File: config.mk
export PLATFORM = sky130hd
export DESIGN_NAME = bsc_lane
export DESIGN_NICKNAME = d
export VERILOG_FILES = /design/src/rtl/bsc_pkg.sv /design/src/rtl/bsc_lane.sv
export SDC_FILE = /design/constraint.sdc
export NUM_CORES = 1
export LEC_CHECK = 0
export BUFFER_PORTS_ARGS = -buffer_cell sky130_fd_sc_hd__buf_2
export CORE_MARGIN = 5
export CORE_UTILIZATION = 69
export CTS_CLUSTER_SIZE = 24
export DETAILED_ROUTE_END_ITERATION = 10
export HOLD_SLACK_MARGIN = 0.02
export PLACE_DENSITY = 0.89
export SLEW_MARGIN = 20
export SYNTH_ARGS = -nofsm -noshare
export SYNTH_HDL_FRONTEND = slang
export SYNTH_SLANG_ARGS = --single-unit
File: constraint.sdc
create_clock -name clk -period 12.8 [get_ports clk]
set_input_delay 0.64 -clock clk [delete_from_list [all_inputs] [get_ports clk]]
set_output_delay 0.64 -clock clk [all_outputs]
set_load 0.02 [all_outputs]
File: src/rtl/bsc_pkg.sv
// Shared constants and types for the box / sphere collision test.
`default_nettype none

package bsc_pkg;

    // Default width of one coordinate lane (signed Q8.8 positions, unsigned sizes).
    localparam int COORD_BITS_DEF = 16;

    // Width of one packed three-lane field on the ports.
    localparam int FIELD_W = 48;

    // Body shape codes.
    localparam logic KIND_BOX    = 1'b0;
    localparam logic KIND_SPHERE = 1'b1;

    // Load enables of the pipeline stages behind the input register.
    typedef struct packed {
        logic s1;
        logic s2;
        logic s3;
        logic s4;
        logic s5;
        logic s6;
    } bsc_en_t;

endpackage

`default_nettype wire

File: src/rtl/bsc_lane.sv
// One axis lane: interval overlap, clamped center offset, its clamp error and the square of that error.
`default_nettype none

module bsc_lane #(
    parameter int COORD_BITS = bsc_pkg::COORD_BITS_DEF
) (
    input  wire logic                      clk,
    input  wire bsc_pkg::bsc_en_t          en,
    input  wire logic                      kind_a,
    input  wire logic                      kind_b,
    input  wire logic [COORD_BITS-1:0]     pa,
    input  wire logic [COORD_BITS-1:0]     sa,
    input  wire logic [COORD_BITS-1:0]     pb,
    input  wire logic [COORD_BITS-1:0]     sb,
    input  wire logic [COORD_BITS-1:0]     ra,
    input  wire logic [COORD_BITS-1:0]     rb,
    output logic      [2*COORD_BITS+7:0]   sq,
    output logic                           ovl
);

    localparam int C    = COORD_BITS;
    localparam int CW   = C + 3;       // doubled centers
    localparam int DW   = C + 4;       // center difference and clamp error
    localparam int SQW  = 2 * C + 8;

    // Stage 1: overlap bit, doubled centers, clamp half extent
    logic signed [C+1:0] a0, b0, a1, b1;
    logic                ovl_next;
    logic [C-1:0]        ps, rs, po, so, ro;
    logic                other_box;
    logic signed [CW-1:0] c1_next, c2_next, h_ext;
    logic [C-1:0]         half_next;

    always_comb
    begin
        a0 = {{2{pa[C-1]}}, pa};
        b0 = {{2{pb[C-1]}}, pb};
        a1 = a0 + $signed({2'b00, sa});
        b1 = b0 + $signed({2'b00, sb});
        ovl_next = (a1 >= b0) && (b1 >= a0);

        // The sphere goes first; the other body is a box or, for two spheres, B.
        if (kind_a == bsc_pkg::KIND_SPHERE)
        begin
            ps = pa;
            rs = ra;
            po = pb;
            so = sb;
            ro = rb;
            other_box = (kind_b == bsc_pkg::KIND_BOX);
        end
        else
        begin
            ps = pb;
            rs = rb;
            po = pa;
            so = sa;
            ro = ra;
            other_box = 1'b1;
        end

        c1_next = $signed({{2{ps[C-1]}}, ps, 1'b0}) + $signed({2'b00, rs, 1'b0});
        h_ext   = other_box ? $signed({3'b000, so}) : $signed({2'b00, ro, 1'b0});
        c2_next = $signed({{2{po[C-1]}}, po, 1'b0}) + h_ext;
        half_next = other_box ? so : '0;
    end

    logic signed [CW-1:0] c1_reg, c2_reg;
    logic [C-1:0]         half1_reg, half2_reg;
    logic                 ovl1_reg, ovl2_reg, ovl3_reg, ovl4_reg;

    always_ff @(posedge clk)
    begin
        if (en.s1)
        begin
            c1_reg    <= c1_next;
            c2_reg    <= c2_next;
            half1_reg <= half_next;
            ovl1_reg  <= ovl_next;
        end
    end

    // Stage 2: center difference
    logic signed [DW-1:0] d_next, d_reg;

    assign d_next = $signed({c1_reg[CW-1], c1_reg}) - $signed({c2_reg[CW-1], c2_reg});

    always_ff @(posedge clk)
    begin
        if (en.s2)
        begin
            d_reg     <= d_next;
            half2_reg <= half1_reg;
            ovl2_reg  <= ovl1_reg;
        end
    end

    // Stage 3: clamp to the half extent and take the error
    logic signed [DW-1:0] pos_half, neg_half, cl, e_next, e_reg;

    always_comb
    begin
        pos_half = $signed({4'b0000, half2_reg});
        neg_half = -pos_half;
        if (d_reg < neg_half)
            cl = neg_half;
        else if (d_reg > pos_half)
            cl = pos_half;
        else
            cl = d_reg;
        e_next = cl - d_reg;
    end

    always_ff @(posedge clk)
    begin
        if (en.s3)
        begin
            e_reg    <= e_next;
            ovl3_reg <= ovl2_reg;
        end
    end

    // Stage 4: square of the error
    logic signed [SQW-1:0] e_wide, prod;
    logic [SQW-1:0]        sq_reg;

    assign e_wide = {{(SQW-DW){e_reg[DW-1]}}, e_reg};
    assign prod   = e_wide * e_wide;

    always_ff @(posedge clk)
    begin
        if (en.s4)
        begin
            sq_reg   <= $unsigned(prod);
            ovl4_reg <= ovl3_reg;
        end
    end

    assign sq  = sq_reg;
    assign ovl = ovl4_reg;

endmodule

`default_nettype wire

Word-level counts from Yosys, hierarchy flattened --
Index checks and enable logic that the tools add are counted.
Word-level totals: register bits 154, bits of input ports 105
Cells by class: magnitude comparators 4, bitwise operators 1, $mul 1, reductions and logical operators 1, muxes and demuxes 9, add/sub/neg operators 7
Operator list (number):
- $mux W16 | 5
- $mul A20 B20 Y40 | 1
- $mux W20 | 2
- $add A17 B18 Y19 | 2
- $add A16 B17 Y18 | 2
- $ge A18 B16 Y1 | 2
- $gt A20 B17 Y1 | 1
- $lt A20 B20 Y1 | 1
- $neg A16 Y20 | 1
- $sub A19 B19 Y20 | 1
- $sub A20 B20 Y20 | 1
- $mux W17 | 1
- $logic_and A1 B1 Y1 | 1
- $mux W1 | 1
- $not A1 Y1 | 1

Longest topological paths before layout --
Gate-level depths: netlist of run 1.
depth after elaboration 4, depth in mapped cells 32

Least setup slack after synthesis of run 1 --
OpenSTA, ideal clock, no wires.
path kind reg2reg, start register e_reg[19], end register sq_reg[39] (netlist: sq[39]) (data pin), stages on the path, launching flop included 26, arrival 6959 ps, path buffers 2, data required time 12540 ps, setup time 260 ps, slack 5581 ps, cells stage by stage edfxtp_1 > clkbuf_1 > clkbuf_1 > nand2_1 > fa_1 > inv_1 > fa_1 > inv_1 > fa_1 > inv_1 > fa_1 > inv_1 > fa_1 > fa_1 > fa_1 > inv_1 > ha_1 > a21o_1 > a21o_1 > a21oi_1 > o21ai_0 > a41oi_1 > o211ai_1 > a21o_1 > a21oi_1 > xnor2_1
Between the ends: longest elaborated chain between the ends 1
Ends and longest elaborated chain:
- start, declared | line bsc_lane.sv:99 | logic signed [DW-1:0] pos_half, neg_half, cl, e_next, e_reg;
- start signal, assigned | line bsc_lane.sv:118 | e_reg <= e_next;
- $mul A20 B20 Y40 | line bsc_lane.sv:128 | assign prod = e_wide * e_wide;
- via prod[39] | line bsc_lane.sv:124 | logic signed [SQW-1:0] e_wide, prod;
- end signal, assigned | line bsc_lane.sv:134 | sq_reg <= $unsigned(prod);
- end, declared | line bsc_lane.sv:125 | logic [SQW-1:0] sq_reg;
The timed path passes the listed nets, and every way through them passes these cells. A chain may end at the register's enable or synchronous reset.

Worst setup path in the final report of run 1 --
start register e_reg[5], end register sq_reg[38] (netlist: sq[38]) (data pin)
The elaborated chain is that of the path after synthesis.

==> metrics, run 1 <==
top cells by area, synth=fa_1, edfxtp_1, ha_1; H-tree Lvls=4; commonest non-fill, non-tap cell in the layout=inv_1; Die W=203 µm; Finished Core Util=about three quarters; GR Overflow Total=0; Longest Clk Path Bufs=2; DRC violations left=0; clock sink count=150; Synthesized Nets=3460; Port Buffers=between 100 and 150; most frequent cells in the layout=inv_1, fa_1, ha_1; ys flop type=edfxtp_1; Place WS=4.53 ns; sequential share of the synthesized area=17.5%; Post-Synthesis Cells=2684; DR iter-0 viols=1280; Worst-path clk slew=about 0.08 ns; n_diodes=0; skew final=approximately 0.012 ns; die area=a little over 40000 µm²; TritonCTS clock tree=done; Rows=70; vias per cell=5.82; final net count=3564; Hold Crit Class=register to register; Final Max Tran Viols=0; largest net degree at the start of global routing=65; Starting Density=70.0%; global-route wire length before repair=around 99000 µm; WP data arrival=about 8.6 ns; RSZ-0062 raised after global routing=no; Yosys top cell by area=fa_1; GP Congestion=between 0.9 and 1; EDFF count, synth=150; Slew @ Worst Pin=between 1 and 1.5 ns; PnR worst setup slack=4.38 ns; Slew HR=between 20% and 30%; Layout Area Growth over Synthesis=6.65%; final wirelength=58000 µm; post-CTS setup repair buffer count=0; # IOs=around 150; register bit total from synthesis=150; syn avg cell area=between 9 and 10 µm²; status=completed; Setup TNS=0 ns; CP max FO=21; Avg WL per Cell=17.8 µm; max-cap viol count=0; post-synthesis async set-or-reset flop share=0%; number of global-route vias before repair=21076; drt pass-1 iters=5; core area=roughly 37000 µm²; Via Count=19032; max reg flops=39; post-route minimum period=8.42 ns; period utilization=approximately 66%; Skew-Pair Late Insertion Delay=about 0.45 ns; kind of critical path=register to register; fillers=2395; Detailed Place HPWL=roughly 48000 µm; initial antenna violation count=0; CP endpoint kind=register; Num CTS Buffers=17; Final setup viols=0; post-cts resize count=0; ANT nets after route=0; layout cell share with drive strength beyond 1=under 10%; Netlist cell types=67; Setup crit start kind=register; cts hold-fix bufs=0; Yosys top cell area share=approximately 30%; yosys warns=0; die height=a little over 200 µm; Syn Std Cell Area=25700 µm²; achievable frequency=0.119 GHz; Hold Vio Cnt, Final=0; Root Buffer=clkbuf_16; GRT Total Usage=29.4%; Critical Path RT=13.01 ns
==> cell usage after synthesis, types with 4 or more instances <==
| library cell | instances |
|---|---|
| a31o_2 | 5 |
| xor2_1 | 29 |
| a221oi_2 | 5 |
| nand2b_1 | 17 |
| nor2_1 | 85 |
| a221oi_1 | 4 |
| and2_1 | 88 |
| nor2b_1 | 33 |
| a31oi_1 | 6 |
| o2111ai_1 | 6 |
| a211o_1 | 4 |
| a21o_1 | 80 |
| o21a_1 | 10 |
| clkbuf_1 | 55 |
| and4_1 | 4 |
| nor3_1 | 28 |
| xnor2_1 | 134 |
| inv_1 | 616 |
| a21oi_1 | 120 |
| o22ai_1 | 4 |
| a41oi_1 | 6 |
| mux2_2 | 20 |
| nand2_1 | 202 |
| o21ai_0 | 95 |
| o211ai_1 | 6 |
| buf_2 | 4 |
| mux2i_1 | 12 |
| or3_1 | 10 |
| buf_1 | 5 |
| ha_1 | 284 |
| edfxtp_1 | 150 |
| o21bai_1 | 24 |
| nand3_1 | 37 |
| and3_1 | 15 |
| or2_2 | 7 |
| a311oi_1 | 8 |
| a21boi_0 | 5 |
| a211oi_1 | 17 |
| nand4_1 | 16 |
| fa_1 | 387 |
==> cells by family (layout without fill, tap and decap cells) <==
kind of cell / Yosys count / count (layout) / share of synthesized area [%]
DFF: 150 / 150 / 17.5
and+or+nand+nor: 553 / 553 / 10.6
muxes: 32 / 32 / 1.34
other: 1 / 1 / 0.0146
xor gates and xnor gates: 163 / 163 / 5.56
buffers and inverters: 682 / 799 / 10.0
AOI/OAI and AO/OA: 432 / 432 / 11.0
adders and majority gates: 671 / 671 / 44.0
==> per-layer routing <==
| layer | vias to the layer above | part of all wire [%] | track usage [%] |
|---|---|---|---|
| met1 | 9267 | 38 | 35.0 |
| li1 | 8821 | - | - |
| met3 | 221 | 5.9 | 4.23 |
| met5 | - | 0 | 0 |
| met2 | 723 | 51 | 52.7 |
| met4 | 0 | 5.0 | 14.0 |
==> metrics by stage <==
stage	instance area, µm²	instances	hold WS, ns
floorplan	25700	2684	0.400
global placement	26800	3237	0.403
detailed placement	26800	3237	0.405
CTS	27400	3269	0.418
global route	27400	3269	0.428
finish	27400	3269	0.420
==> path summary, 6_finish.rpt <==
path                            depth (start not counted)                       start  slack [ns]                endpoint
worst max-delay path                                   24          e_reg[5]$_DFFE_PP_        4.38        sq[38]$_DFFE_PP_
worst min-delay path                                    0  half1_reg[9]$_SDFFCE_PP0P_        0.42  half2_reg[9]$_DFFE_PP_
worst max register to register                         24          e_reg[5]$_DFFE_PP_        4.38        sq[38]$_DFFE_PP_
worst min register to register                          0  half1_reg[9]$_SDFFCE_PP0P_        0.42  half2_reg[9]$_DFFE_PP_
==> critical path: stages, from the launching register on <==
cell	delay (ns)
edfxtp_1	0.87
inv_1	0.33
nor2_1	0.32
fa_1	0.49
fa_1	0.55
inv_1	0.05
fa_1	0.50
inv_1	0.06
fa_1	0.56
fa_1	0.43
fa_1	0.49
inv_1	0.05
fa_1	0.51
inv_1	0.04
ha_1	0.36
a211oi_1	0.23
o21ai_0	0.19
a311oi_1	0.42
o21ai_0	0.19
a211oi_1	0.54
or2_2	0.25
a211oi_1	0.09
nor3_1	0.37
o2bb2ai_1	0.20
xnor2_1	0.08
==> cell type report <==
type,instances,area (µm²),share of cell area [%]
repair buffers,151,781,2.85
inverters,616,2310,8.44
clock buffers,17,425,1.55
multi-input cells,1852,18600,67.9
clock inverters,15,184,0.671
flip-flops and latches,150,4500,16.4
well taps,468,586,2.14
Power of run 1 is left out: the tool's default activity adds up to more than one toggle a clock period on the data nets, which glitch-free logic cannot reach.
==> run 2: changes to the inputs <==
CORE_UTILIZATION = 64   (was 69)
PLACE_DENSITY = 0.83   (was 0.89)
clock period = 8.5 ns   (was 12.8 ns; I/O delays follow)
==> run 2 against run 1 <==
Final cell count rose by 2.1%. Critical path depth fell by 1. Register-to-register slack got worse by 3.7 ns. Setup slack got worse by 3.7 ns. Sequential share of layout area fell by 0.10 points. Final area rose by 0.61%.
==> metrics, run 2 (synthesized netlist as in run 1, its figures left out) <==
Crit Reg-Reg Endpoint=sq[39]$_DFFE_PP_; hold endpoint=half1_reg[0]$_SDFFCE_PP0P_; max-cap viol count=0 (unchanged); final net count=3577 (+0.36%); period utilization=92.1% (+26 points); TritonCTS clock tree=done; most frequent cells in the layout=inv_1, fa_1, ha_1; Via Count=18853 (-0.94%); drt pass-1 iters=5 (unchanged); Starting Density=64.7% (-5.3 points); skew final=0.0109 ns (-0.00116 ns); DR iter-0 viols=1067 (-17%); Worst-path clk slew=0.08 ns (about the same); number of global-route vias before repair=20548 (-2.5%); Detailed Place HPWL=46200 µm (-2.9%); post-cts resize count=0 (unchanged); initial antenna violation count=0 (unchanged); kind of critical path=register to register; global-route wire length before repair=94600 µm (-4.1%); clock sink count=150 (unchanged); H-tree Lvls=4 (unchanged); Setup crit start kind=register; WP data arrival=8.04 ns (-0.59 ns); post-CTS setup repair buffer count=0 (unchanged); Die W=210 µm (+3.6%); RSZ-0062 raised after global routing=no; Hold Vio Cnt, Final=0 (unchanged); post-route minimum period=7.83 ns (-0.589 ns); max reg flops=39 (unchanged); Hold Crit Class=input port to register; core area=39700 µm² (+8.3%); worst hold slack=0.367 ns (-0.0532 ns); vias per cell=5.65 (-3.0%); n_diodes=0 (unchanged); Final setup viols=0 (unchanged); Setup TNS=0 ns (unchanged); Avg WL per Cell=16.6 µm (-6.6%); largest net degree at the start of global routing=67 (+3.1%); GP Congestion=0.930 (+0.67%); DRC violations left=0 (unchanged); internal reg-to-reg setup slack=0.67 ns (-3.71 ns); hold path startpoint=sb[0]; status=completed; fillers=2925 (+22%); worst r2r path cells=23 (-4.2%); final wirelength=55400 µm (-4.6%); CP max FO=12 (-43%); Layout Area Growth over Synthesis=7.30%; Root Buffer=clkbuf_16; GR Overflow Total=0 (unchanged); commonest non-fill, non-tap cell in the layout=inv_1; Slew @ Worst Pin=0.951 ns (-0.113 ns); die area=44300 µm² (+7.4%); achievable frequency=0.128 GHz (+7.5%); die height=210 µm (+3.6%); # IOs=146 (unchanged); Skew-Pair Late Insertion Delay=0.46 ns (about the same); ANT nets after route=0 (unchanged); CP endpoint kind=register; worst flop-to-flop path startpoint=e_reg[19]$_DFFE_PP_; GRT Total Usage=26.2% (-3.2 points); layout cell share with drive strength beyond 1=8.56% (+0.42 points); Num CTS Buffers=17 (unchanged); Final Max Tran Viols=0 (unchanged); Min-Delay Path Depth=3 (+3); Slew HR=36.6% (+7.5 points); Rows=73 (+4.3%); Longest Clk Path Bufs=2 (unchanged); cts hold-fix bufs=0 (unchanged); Port Buffers=142 (unchanged); Critical Path RT=8.71 ns (-4.30 ns)
==> run 2: cell types whose count changed in the layout (fill, tap and decap cells not counted), sizes merged <==
cell      before  now
buf          151  164
bufinv         2    1
clkinv         3    6
clkinvlp       1    0
inv          625  624
==> run 2: worst max path at each step <==
stage,start,to,slack [ns],depth (start not counted)
final,e_reg[19]$_DFFE_PP_,sq[39]$_DFFE_PP_,0.67,23
after global routing,e_reg[13]$_DFFE_PP_,sq[38]$_DFFE_PP_,0.24,24
after CTS,e_reg[2]$_DFFE_PP_,sq[39]$_DFFE_PP_,0.67,23
after detailed placement,e_reg[13]$_DFFE_PP_,sq[38]$_DFFE_PP_,0.76,24
after global placement,e_reg[8]$_DFFE_PP_,sq[38]$_DFFE_PP_,0.94,23
after floorplan,e_reg[19]$_DFFE_PP_,sq[39]$_DFFE_PP_,1.28,25
==> run 2: metrics by stage <==
| step | util [%] | cell area, µm² | setup WS, ns | std cells |
|---|---|---|---|---|
| CTS | 69.4 | 27600 | 0.675 | 3339 |
| global route | 69.4 | 27600 | 0.245 | 3339 |
| floorplan | - | 25700 | 1.28 | 2684 |
| global placement | 67.9 | 27000 | 0.944 | 3307 |
| detailed placement | 67.9 | 27000 | 0.763 | 3307 |
| finish | 69.4 | 27600 | 0.668 | 3339 |
==> run 2: worst max-delay path: stages (launching register included) <==
cell      delay (ns)
edfxtp_1        0.68
nand2_1         0.19
fa_1            0.62
inv_1           0.14
fa_1            0.58
inv_1           0.07
fa_1            0.75
inv_1           0.29
fa_1            0.57
inv_1           0.06
fa_1            0.55
fa_1            0.43
fa_1            0.49
inv_1           0.04
ha_1            0.33
a21o_1          0.19
a21o_1          0.17
a21oi_1         0.16
o21ai_0         0.13
a41oi_1         0.49
o211ai_1        0.19
a21o_1          0.21
a21oi_1         0.17
xnor2_1         0.09
==> run 2: routing by layer <==
layer | wire [µm] | share of wire (%) | GRT usage (%) | vias to the layer above
met5 | 0 | 0 | 0 | -
met4 | 2470 | 4.5 | 11.8 | 0
met3 | 2940 | 5.3 | 3.50 | 157
met2 | 28400 | 51 | 46.9 | 562
met1 | 21600 | 39 | 31.6 | 9273
li1 | - | - | - | 8861
==> run 2: cell type report <==
| class | instances | area [µm²] | share of cell area [%] |
|---|---|---|---|
| multi-input cells | 1852 | 18600 | 67.5 |
| flip-flops and latches | 150 | 4500 | 16.3 |
| inverters | 616 | 2310 | 8.39 |
| repair buffers | 164 | 878 | 3.19 |
| well taps | 525 | 657 | 2.38 |
| clock buffers | 17 | 425 | 1.54 |
| clock inverters | 15 | 183 | 0.662 |
Power of run 2 is left out for the same reason.
